$ cat src/rtl/pulse_interval_varint_decoder_core_assert.svh
// Assertion macros shared by the pulse interval decoder RTL.
`ifndef PULSE_INTERVAL_VARINT_DECODER_CORE_ASSERT_SVH
`define PULSE_INTERVAL_VARINT_DECODER_CORE_ASSERT_SVH

// Checks a property on every rising edge of clk while reset is released.
`define PIVD_ASSERT(label, prop, msg) \
	label: assert property (@(posedge clk) disable iff (!arst_n) (prop)) else $error(msg);

// Checks that a condition never holds.
`define PIVD_ASSERT_NEVER(label, cond, msg) \
	`PIVD_ASSERT(label, !(cond), msg)

`endif

$ cat src/rtl/pivd_pkg.sv
// Types and constants of the pulse interval varint decoder.
package pivd_pkg;

	localparam int COUNT_IN_BITS  = 24;
	localparam int COUNT_BITS_DEF = 24;
	localparam int TICK_BITS      = 28;
	localparam int BYTE_BITS      = 8;

	// Input mode codes.
	localparam logic MODE_BEGIN = 1'b0;
	localparam logic MODE_BYTE  = 1'b1;

	// Lead byte prefixes: mask and the value the masked byte must match.
	localparam logic [BYTE_BITS-1:0] LEAD1_MASK = 8'h80;
	localparam logic [BYTE_BITS-1:0] LEAD1_CODE = 8'h00;
	localparam logic [BYTE_BITS-1:0] LEAD2_MASK = 8'hC0;
	localparam logic [BYTE_BITS-1:0] LEAD2_CODE = 8'h80;
	localparam logic [BYTE_BITS-1:0] LEAD3_MASK = 8'hE0;
	localparam logic [BYTE_BITS-1:0] LEAD3_CODE = 8'hC0;
	localparam logic [BYTE_BITS-1:0] LEAD4_MASK = 8'hF0;
	localparam logic [BYTE_BITS-1:0] LEAD4_CODE = 8'hE0;

	// Payload bits kept from a lead byte.
	localparam logic [BYTE_BITS-1:0] LEAD2_BITS = 8'h3F;
	localparam logic [BYTE_BITS-1:0] LEAD3_BITS = 8'h1F;
	localparam logic [BYTE_BITS-1:0] LEAD4_BITS = 8'h0F;

	// Continuation bytes still to come after a lead byte.
	localparam logic [1:0] PEND_NONE = 2'd0;
	localparam logic [1:0] PEND_ONE  = 2'd1;
	localparam logic [1:0] PEND_TWO  = 2'd2;
	localparam logic [1:0] PEND_THREE = 2'd3;

	localparam logic [TICK_BITS-1:0] DUMMY_TICKS = 28'd300;

	// Result queue geometry.
	localparam int QDEPTH     = 4;
	localparam int QPTR_BITS  = 2;
	localparam int QCNT_BITS  = 3;

	typedef struct packed {
		logic [TICK_BITS-1:0] ticks;
		logic                 last;
	} result_t;

endpackage

$ cat src/rtl/pulse_interval_varint_decoder_core.sv
// Pulse interval varint decoder: input register, code decode and result queue.
//
//  channel  handshake            payload
//  in       in_valid / in_stall  mode, code_count, data_byte
//  out      out_valid / out_stall pulse_ticks, last
//
// One input transfer can be taken every cycle while in_stall is low; a registered
// byte is decoded once the queue has room and its results enter a four-entry
// result queue. Results leave at one per cycle while out_stall is low; the byte that
// ends a track and carries a value pushes both its value and the closing dummy.
// The input register holds while the queue has fewer than two free entries.
// Reset clears the track state and empties the queue; no clearing pass is needed.
`include "pulse_interval_varint_decoder_core_assert.svh"

module pulse_interval_varint_decoder_core #(
	parameter int COUNT_BITS = pivd_pkg::COUNT_BITS_DEF
) (
	input  logic                                  clk,
	input  logic                                  arst_n,
	input  logic                                  in_valid,
	output logic                                  in_stall,
	input  logic                                  mode,
	input  logic [pivd_pkg::COUNT_IN_BITS-1:0]    code_count,
	input  logic [pivd_pkg::BYTE_BITS-1:0]        data_byte,
	output logic                                  out_valid,
	input  logic                                  out_stall,
	output logic [pivd_pkg::TICK_BITS-1:0]        pulse_ticks,
	output logic                                  last
);

	localparam int CW = (COUNT_BITS > pivd_pkg::COUNT_IN_BITS) ?
		COUNT_BITS : pivd_pkg::COUNT_IN_BITS;
	localparam int TB = pivd_pkg::TICK_BITS;
	localparam int BB = pivd_pkg::BYTE_BITS;

	// Input register.
	logic                  valid_s1;
	logic                  mode_s1;
	logic [CW-1:0]         count_s1;
	logic [BB-1:0]         byte_s1;

	// Track state.
	logic [COUNT_BITS-1:0] codes_left_q, codes_left_d;
	logic [1:0]            pend_q, pend_d;
	logic [TB-1:0]         acc_q, acc_d;
	logic                  active_q, active_d;

	// Result queue.
	pivd_pkg::result_t              q_mem_q [pivd_pkg::QDEPTH];
	logic [pivd_pkg::QPTR_BITS-1:0] q_wr_q, q_rd_q;
	logic [pivd_pkg::QCNT_BITS-1:0] q_count_q;

	logic                  in_take;
	logic                  advance;
	logic                  pop;
	logic                  finish;
	logic                  has_val;
	logic                  ends_track;
	logic [TB-1:0]         fin_val;
	logic [TB-1:0]         acc_shift;
	logic [1:0]            push_n;
	pivd_pkg::result_t     e0, e1;

	assign advance  = valid_s1 && (q_count_q <= pivd_pkg::QCNT_BITS'(2));
	assign in_stall = valid_s1 && !advance;
	assign in_take  = in_valid && !in_stall;
	assign pop      = out_valid && !out_stall;

	always_ff @(posedge clk or negedge arst_n) begin
		if (!arst_n) begin
			valid_s1 <= 1'b0;
		end else if (in_take) begin
			valid_s1 <= 1'b1;
		end else if (advance) begin
			valid_s1 <= 1'b0;
		end
	end

	always_ff @(posedge clk) begin
		if (in_take) begin
			mode_s1  <= mode;
			count_s1 <= CW'(code_count);
			byte_s1  <= data_byte;
		end
	end

	assign acc_shift = {acc_q[TB-BB-1:0], byte_s1};

	always_comb begin
		codes_left_d = codes_left_q;
		pend_d       = pend_q;
		acc_d        = acc_q;
		active_d     = active_q;
		finish       = 1'b0;
		has_val      = 1'b0;
		fin_val      = '0;
		ends_track   = 1'b0;
		push_n       = 2'd0;
		e0           = '0;
		e1           = '0;
		if (advance) begin
			if (mode_s1 == pivd_pkg::MODE_BEGIN) begin
				codes_left_d = count_s1[COUNT_BITS-1:0];
				active_d     = (count_s1[COUNT_BITS-1:0] != '0);
				pend_d       = pivd_pkg::PEND_NONE;
				acc_d        = '0;
			end else if (active_q) begin
				if (pend_q != pivd_pkg::PEND_NONE) begin
					acc_d  = acc_shift;
					pend_d = pend_q - 2'd1;
					if (pend_q == pivd_pkg::PEND_ONE) begin
						finish  = 1'b1;
						has_val = 1'b1;
						fin_val = acc_shift;
					end
				end else if ((byte_s1 & pivd_pkg::LEAD1_MASK) == pivd_pkg::LEAD1_CODE) begin
					finish  = 1'b1;
					has_val = 1'b1;
					fin_val = TB'(byte_s1);
				end else if ((byte_s1 & pivd_pkg::LEAD2_MASK) == pivd_pkg::LEAD2_CODE) begin
					acc_d  = TB'(byte_s1 & pivd_pkg::LEAD2_BITS);
					pend_d = pivd_pkg::PEND_ONE;
				end else if ((byte_s1 & pivd_pkg::LEAD3_MASK) == pivd_pkg::LEAD3_CODE) begin
					acc_d  = TB'(byte_s1 & pivd_pkg::LEAD3_BITS);
					pend_d = pivd_pkg::PEND_TWO;
				end else if ((byte_s1 & pivd_pkg::LEAD4_MASK) == pivd_pkg::LEAD4_CODE) begin
					acc_d  = TB'(byte_s1 & pivd_pkg::LEAD4_BITS);
					pend_d = pivd_pkg::PEND_THREE;
				end else begin
					// An invalid lead byte still uses up one code.
					finish = 1'b1;
				end
			end
			if (finish) begin
				codes_left_d = codes_left_q - COUNT_BITS'(1);
				pend_d       = pivd_pkg::PEND_NONE;
				acc_d        = '0;
				ends_track   = (codes_left_q == COUNT_BITS'(1));
				if (ends_track) begin
					active_d = 1'b0;
				end
				if (has_val) begin
					e0.ticks = fin_val;
					e0.last  = 1'b0;
					e1.ticks = pivd_pkg::DUMMY_TICKS;
					e1.last  = 1'b1;
				end else begin
					e0.ticks = pivd_pkg::DUMMY_TICKS;
					e0.last  = 1'b1;
				end
				push_n = {1'b0, has_val} + {1'b0, ends_track};
			end
		end
	end

	always_ff @(posedge clk or negedge arst_n) begin
		if (!arst_n) begin
			codes_left_q <= '0;
			pend_q       <= pivd_pkg::PEND_NONE;
			acc_q        <= '0;
			active_q     <= 1'b0;
		end else begin
			codes_left_q <= codes_left_d;
			pend_q       <= pend_d;
			acc_q        <= acc_d;
			active_q     <= active_d;
		end
	end

	always_ff @(posedge clk) begin
		if (push_n != 2'd0) begin
			q_mem_q[q_wr_q] <= e0;
		end
		if (push_n == 2'd2) begin
			q_mem_q[q_wr_q + pivd_pkg::QPTR_BITS'(1)] <= e1;
		end
	end

	always_ff @(posedge clk or negedge arst_n) begin
		if (!arst_n) begin
			q_wr_q    <= '0;
			q_rd_q    <= '0;
			q_count_q <= '0;
		end else begin
			q_wr_q    <= q_wr_q + pivd_pkg::QPTR_BITS'(push_n);
			q_rd_q    <= q_rd_q + pivd_pkg::QPTR_BITS'(pop);
			q_count_q <= q_count_q + pivd_pkg::QCNT_BITS'(push_n)
				- pivd_pkg::QCNT_BITS'(pop);
		end
	end

	assign out_valid   = (q_count_q != '0);
	assign pulse_ticks = q_mem_q[q_rd_q].ticks;
	assign last        = q_mem_q[q_rd_q].last;

	`PIVD_ASSERT_NEVER(a_queue_overflow, q_count_q > pivd_pkg::QCNT_BITS'(pivd_pkg::QDEPTH), "result queue overflow")
	`PIVD_ASSERT(a_active_matches_count, active_q == (codes_left_q != '0), "track flag disagrees with code count")
	`PIVD_ASSERT(a_idle_no_partial, active_q || (pend_q == pivd_pkg::PEND_NONE), "partial code held outside a track")
	`PIVD_ASSERT(a_pair_ends_track, (push_n != 2'd2) || (e1.last && !e0.last && !active_d), "two results without a track end")
	`PIVD_ASSERT(a_queue_count, q_count_q == $past(q_count_q) + pivd_pkg::QCNT_BITS'($past(push_n)) - pivd_pkg::QCNT_BITS'($past(pop)), "queue count drifted")

endmodule

$ cat config.mk
export PLATFORM = sky130hd
export DESIGN_NAME = pulse_interval_varint_decoder_core
export DESIGN_NICKNAME = d
export VERILOG_FILES = /design/src/rtl/pivd_pkg.sv /design/src/rtl/pulse_interval_varint_decoder_core.sv
export VERILOG_INCLUDE_DIRS = /design/src /design/src/rtl
export SDC_FILE = /design/constraint.sdc
export NUM_CORES = 1
export LEC_CHECK = 0
export BUFFER_PORTS_ARGS = -buffer_cell sky130_fd_sc_hd__buf_2
export CAP_MARGIN = 40
export CORE_MARGIN = 2
export CORE_UTILIZATION = 34
export DETAILED_ROUTE_END_ITERATION = 10
export PLACE_DENSITY = 0.46
export SYNTH_ARGS = -nofsm -noshare
export SYNTH_HDL_FRONTEND = slang
export SYNTH_SLANG_ARGS = --single-unit
$ cat constraint.sdc
create_clock -name clk -period 5.1 [get_ports clk]
set_input_delay 0 -clock clk [delete_from_list [all_inputs] [get_ports clk]]
set_output_delay 0 -clock clk [all_outputs]
set_load 0.005 [all_outputs]
Yosys cells after proc, flatten, opt, wreduce, memory -nomap -nowiden
Memories as Yosys holds them, arrays and structs flattened.
Index checks and enable logic that the tools add are counted.
- shift-type cells: 0
- bitwise logic cells: 0
- reduce and logical (&&, ||, !) cells: 15
- div/mod/pow operators: 0
- add/sub/neg operators: 8
- order comparisons: 1
- muxes and demuxes: 54
- multipliers: 0
- eq/ne operators: 10
- operator list (kind ; number):
    $mux 20 ; 8
    $mux 28 ; 4
    $mux 29 ; 3
    $mux 24 ; 2
    $mux 10 ; 3
    $eq 24x1->1 const B ; 1
    $reduce_bool 24->1 ; 1
    $sub 24x1->24 const B ; 1
    $mux 1 ; 23
    $mux 2 ; 10
    $logic_not 8->1 ; 1
    $mux 8 ; 1
    $ne 6x1->1 const B ; 1
    $reduce_bool 2->1 ; 3
    $eq 2x2->1 const B ; 2
    $eq 4x4->1 const B ; 1
    $logic_and 1x1->1 ; 4
    $ne 4x3->1 const B ; 1
    $reduce_and 4->1 ; 1
    $add 3x2->3 ; 1
    $eq 3x3->1 const B ; 1
    $le 3x2->1 const B ; 1
    $logic_not 1->1 ; 3
    $ne 3x1->1 const B ; 1
    other kinds (10) ; 10
- bits in writable memories: 116
- word-level logic and storage cells: 100
- ROM bits: 0
- bits in registers: 88
- input port bits: 37
- latch bits: 0
- memories kept: 1
- output and inout bits: 31
- memory list (memory ; words ; bits a word ; read ports ; clocked after memory_dff ; wr ports ; line ; RTL):
    q_mem_q ; 4 ; 29 ; 1 ; 0 ; 2 ; pulse_interval_varint_decoder_core.sv:49 ; pivd_pkg::result_t q_mem_q [pivd_pkg::QDEPTH];

Longest topological paths before layout
- word-level depth: 14
- depth in mapped cells: 14
- gate-level depth less buffers: 13

Least setup slack after synthesis
No wires, ideal clock.
- kind: register to register
- start point: reg codes_left_q[12]
- end point: mem q_mem_q[2][0] (netlist name), enable pin
- arrival: 3.430 ns
- buffers on the path: 2
- stages on the path, launching flop included: 13
- required time: 4.826 ns
- setup slack: 1.396 ns
- library setup time: 0.274 ns
- clock period less this slack: 3.704 ns
- path through: dfrtp_1 -> or4_1 -> buf_2 -> or4_4 -> nor4_1 -> and4_1 -> ha_1 -> nor2_1 -> nor2_1 -> nand4_1 -> a21boi_1 -> clkbuf_1 -> inv_1
- RTL lines (what ; line ; RTL):
    from (decl) ; pulse_interval_varint_decoder_core.sv:43 ; logic [COUNT_BITS-1:0] codes_left_q, codes_left_d;
    from (signal assigned) ; pulse_interval_varint_decoder_core.sv:163 ; codes_left_q <= codes_left_d;
    to (decl) ; pulse_interval_varint_decoder_core.sv:49 ;

==> results_dict.tcl <==
set metrics [dict create \
    status "completed" \
    drt_iter0_drc 462 \
    die_h_um 161.3 \
    hold_viol 0 \
    leakagePower_uw 0.003745 \
    drc_errors 0 \
    grt_pass1_vias 6398 \
    ys_ff_latch 204 \
    antenna_left 0 \
    grt.met3_usage_pct 2.542 \
    hold_buffers 36 \
    start_util_pct 34.58 \
    drive_gt1_share_pct 20.60 \
    globalRouteOverflowTotal 0 \
    fin_worst_skew_ns 0.02508 \
    vias 6108 \
    min_path_type "in2async" \
    max_slew_margin_pct 41.48 \
    use_met1_pct 24.39 \
    mostFrequentLayoutCells "o2bb2ai_1 (104), dfxtp_1 (96), buf_2 (67), dfrtp_1 (54), edfxtp_1 (53)" \
    cts_buffers 23 \
    vias_per_cell 5.405 \
    cts_tree "yes" \
    cap_violations 0 \
    cts_setup_buffers 0 \
    yosys.area_share.simple_pct 9.017 \
    dpl.hpwl_um 14060 \
    use_met2_pct 26.47 \
    synthMuxAreaShare_pct 7.767 \
    yosysWarningCount 0 \
    clock_sinks 204 \
    io_pins 68 \
    ir_worst_vdd_mv 0.3159 \
    rows 57 \
    grt_pass1_wl_um 34790 \
    syn_nets 734 \
    setup-tns-final_ns 0 \
    rsz0062_at_grt "no" \
    period_share_pct 79.95 \
    synth_top_area_share_pct 22.85 \
    synthToLayoutAreaGrowth_pct 21.48 \
    critical_path_class "reg2reg" \
    required_ns 5.33 \
    synth_compound_area_share_pct 20.22 \
    cts_root_buf "clkbuf_16" \
    synthFlopType "dfxtp_1" \
    start_kind "flip-flop" \
    finalPower_uw 5000 \
    die-area_sq_um 26010 \
    synth-xor-area-share_pct 0.5208 \
    timing.fmax_ghz 0.2452 \
    ys_top_cells_by_area "dfxtp_1 (23%), edfxtp_1 (19%), dfrtp_1 (16%), o2bb2ai_1 (11%), mux4_2 (7.8%)" \
    path_clk_slew_ns 0.06 \
    fp.coreArea_sq_um 24320 \
    port_buffers 67 \
    drtPass1Iterations 5 \
    p_per_area_nw_per_um2 489.4 \
    final_common_cell "o2bb2ai_1" \
    syn_area_per_cell_sq_um 12.22 \
    synthAdderAreaFrac_pct 1.428 \
    synth_edf_count 53 \
    synth_top_cell_by_area "dfxtp_1" \
    track_usage_pct 16.86 \
    synth_top_family_by_area "compound AO/OA/AOI/OAI gates" \
    setup_violations 0 \
    place_congestion 0.7816 \
    grt_max_degree 56 \
    end_kind "flip-flop" \
    ys_async_sr_fraction_pct 26.96 \
    htreeDepth 1 \
    ctsResizeCount 0 \
    report.final.slew_viol_count 0 \
    wire_per_inst_um 19.10 \
    cts.path.max_buffers 3 \
    yosysSeqAreaShare_pct 58.15 \
    ys_types 51 \
    busiest_layer "met2" \
    diodes 0 \
    synthCells 688 \
    nets 835 \
    period_needed_ns 4.078 \
    syn-cell-area_sq_um 8409 \
    die_w_um 161.3 \
    cp.arrival_ns 4.31 \
    clkLatencyLatePin_ns 0.52 \
    antenna_found_initial 0 \
    tightestPinTransition_ns 0.8712 \
    routed_wirelength_um 21590 \
    worstPathMaxFanout 16 \
]
[power by group]
| group | internal [uW] | switching [uW] |
|---|---|---|
| Combinational | 512 | 769 |
| Clock | 878 | 664 |
| Sequential | 1930 | 250 |
[critical path, cell delays in order (launching register included)]
cell and delay [ns]:
dfrtp_1 0.45, or4_1 0.68, or4_4 0.56, nor4_1 0.29, and4_1 0.29, ha_1 0.29
nor2_1 0.18, nor3_1 0.08, o21ai_2 0.47, buf_4 0.34, inv_1 0.17
[Yosys cell counts, types with 3 or more instances]
master	instances
dfxtp_1	96
nor4_1	15
nor2b_1	4
nor3_1	14
o22a_1	4
clkbuf_1	39
dfrtp_1	55
ha_1	8
nand2_1	39
a21o_1	3
o21ai_0	50
nand4_1	4
inv_1	16
nand3b_1	5
a31oi_1	3
a21oi_1	23
buf_1	6
a22oi_1	9
or4_1	3
o2bb2ai_1	104
nand3_1	11
or3_1	5
and2_1	3
buf_2	3
mux4_2	29
edfxtp_1	53
nor2_1	30
and3_1	5
a22o_1	19
xnor2_1	3
[routing by layer]
layer,vias to the layer above,part of all wire [%]
li1,2889,-
met2,144,45
met1,3045,49
met3,30,4.2
met5,-,0
met4,0,2.1
[worst paths after layout]
| kind | start | slack (ns) | depth (start not counted) | to |
|---|---|---|---|---|
| max | codes_left_q[12] | 1.02 | 10 | q_mem_q[0][3] |
| min in group clk | code_count[20] | 0.19 | 2 | count_s1[20] |
| max in group asynchronous | arst_n | 4.37 | 3 | q_rd_q[1] |
| min reg2reg | q_mem_q[3][11] | 0.45 | 1 | q_mem_q[3][11] |
| max reg2reg | codes_left_q[12] | 1.02 | 10 | q_mem_q[0][3] |
| min | arst_n | 0.18 | 3 | acc_q[9] |
[area by class of cell]
class / count / area [sq um]
Fill cell: 2271 / 14100
Inverter: 16 / 60.06
Tap cell: 324 / 405.4
Multi-Input combinational cell: 420 / 3296
Sequential cell: 204 / 4891
Clock buffer: 29 / 629.4
Timing Repair Buffer: 124 / 857.1
Clock inverter: 13 / 77.57
[metrics by stage]
stage	utilization (%)	cells	hold WS, ns	setup slack [ns]	area, sq um
finish	42.01	1130	0.1833	1.022	10220
global route	42.01	1130	0.1752	0.8345	10220
CTS	42.01	1130	0.1610	1.033	10220
detailed placement	37.62	1052	0.1781	1.063	9149
global placement	37.57	1051	0.1764	1.162	9138
floorplan	-	688	-0.2956	1.396	8409
[sequential cells by signal, indices dropped and copies added, names as in the netlist]
name / flops
active_q: 1
mode_s1: 1
codes_left_q: 24
acc_q: 20
count_s1: 24
q_count_q: 3
valid_s1: 1
q_wr_q: 2
q_mem_q: 116
pend_q: 2
q_rd_q: 2
byte_s1: 8
[kinds of logic after synthesis]
logic type | after synthesis
buffers and inverters | 64
AO/OA/AOI/OAI | 229
flip-flops | 204
XOR/XNOR | 5
AND/OR/NAND/NOR | 148
multiplexers | 29
adder cells (fa/ha/maj) | 9
Power figures use the tool's default switching activity.
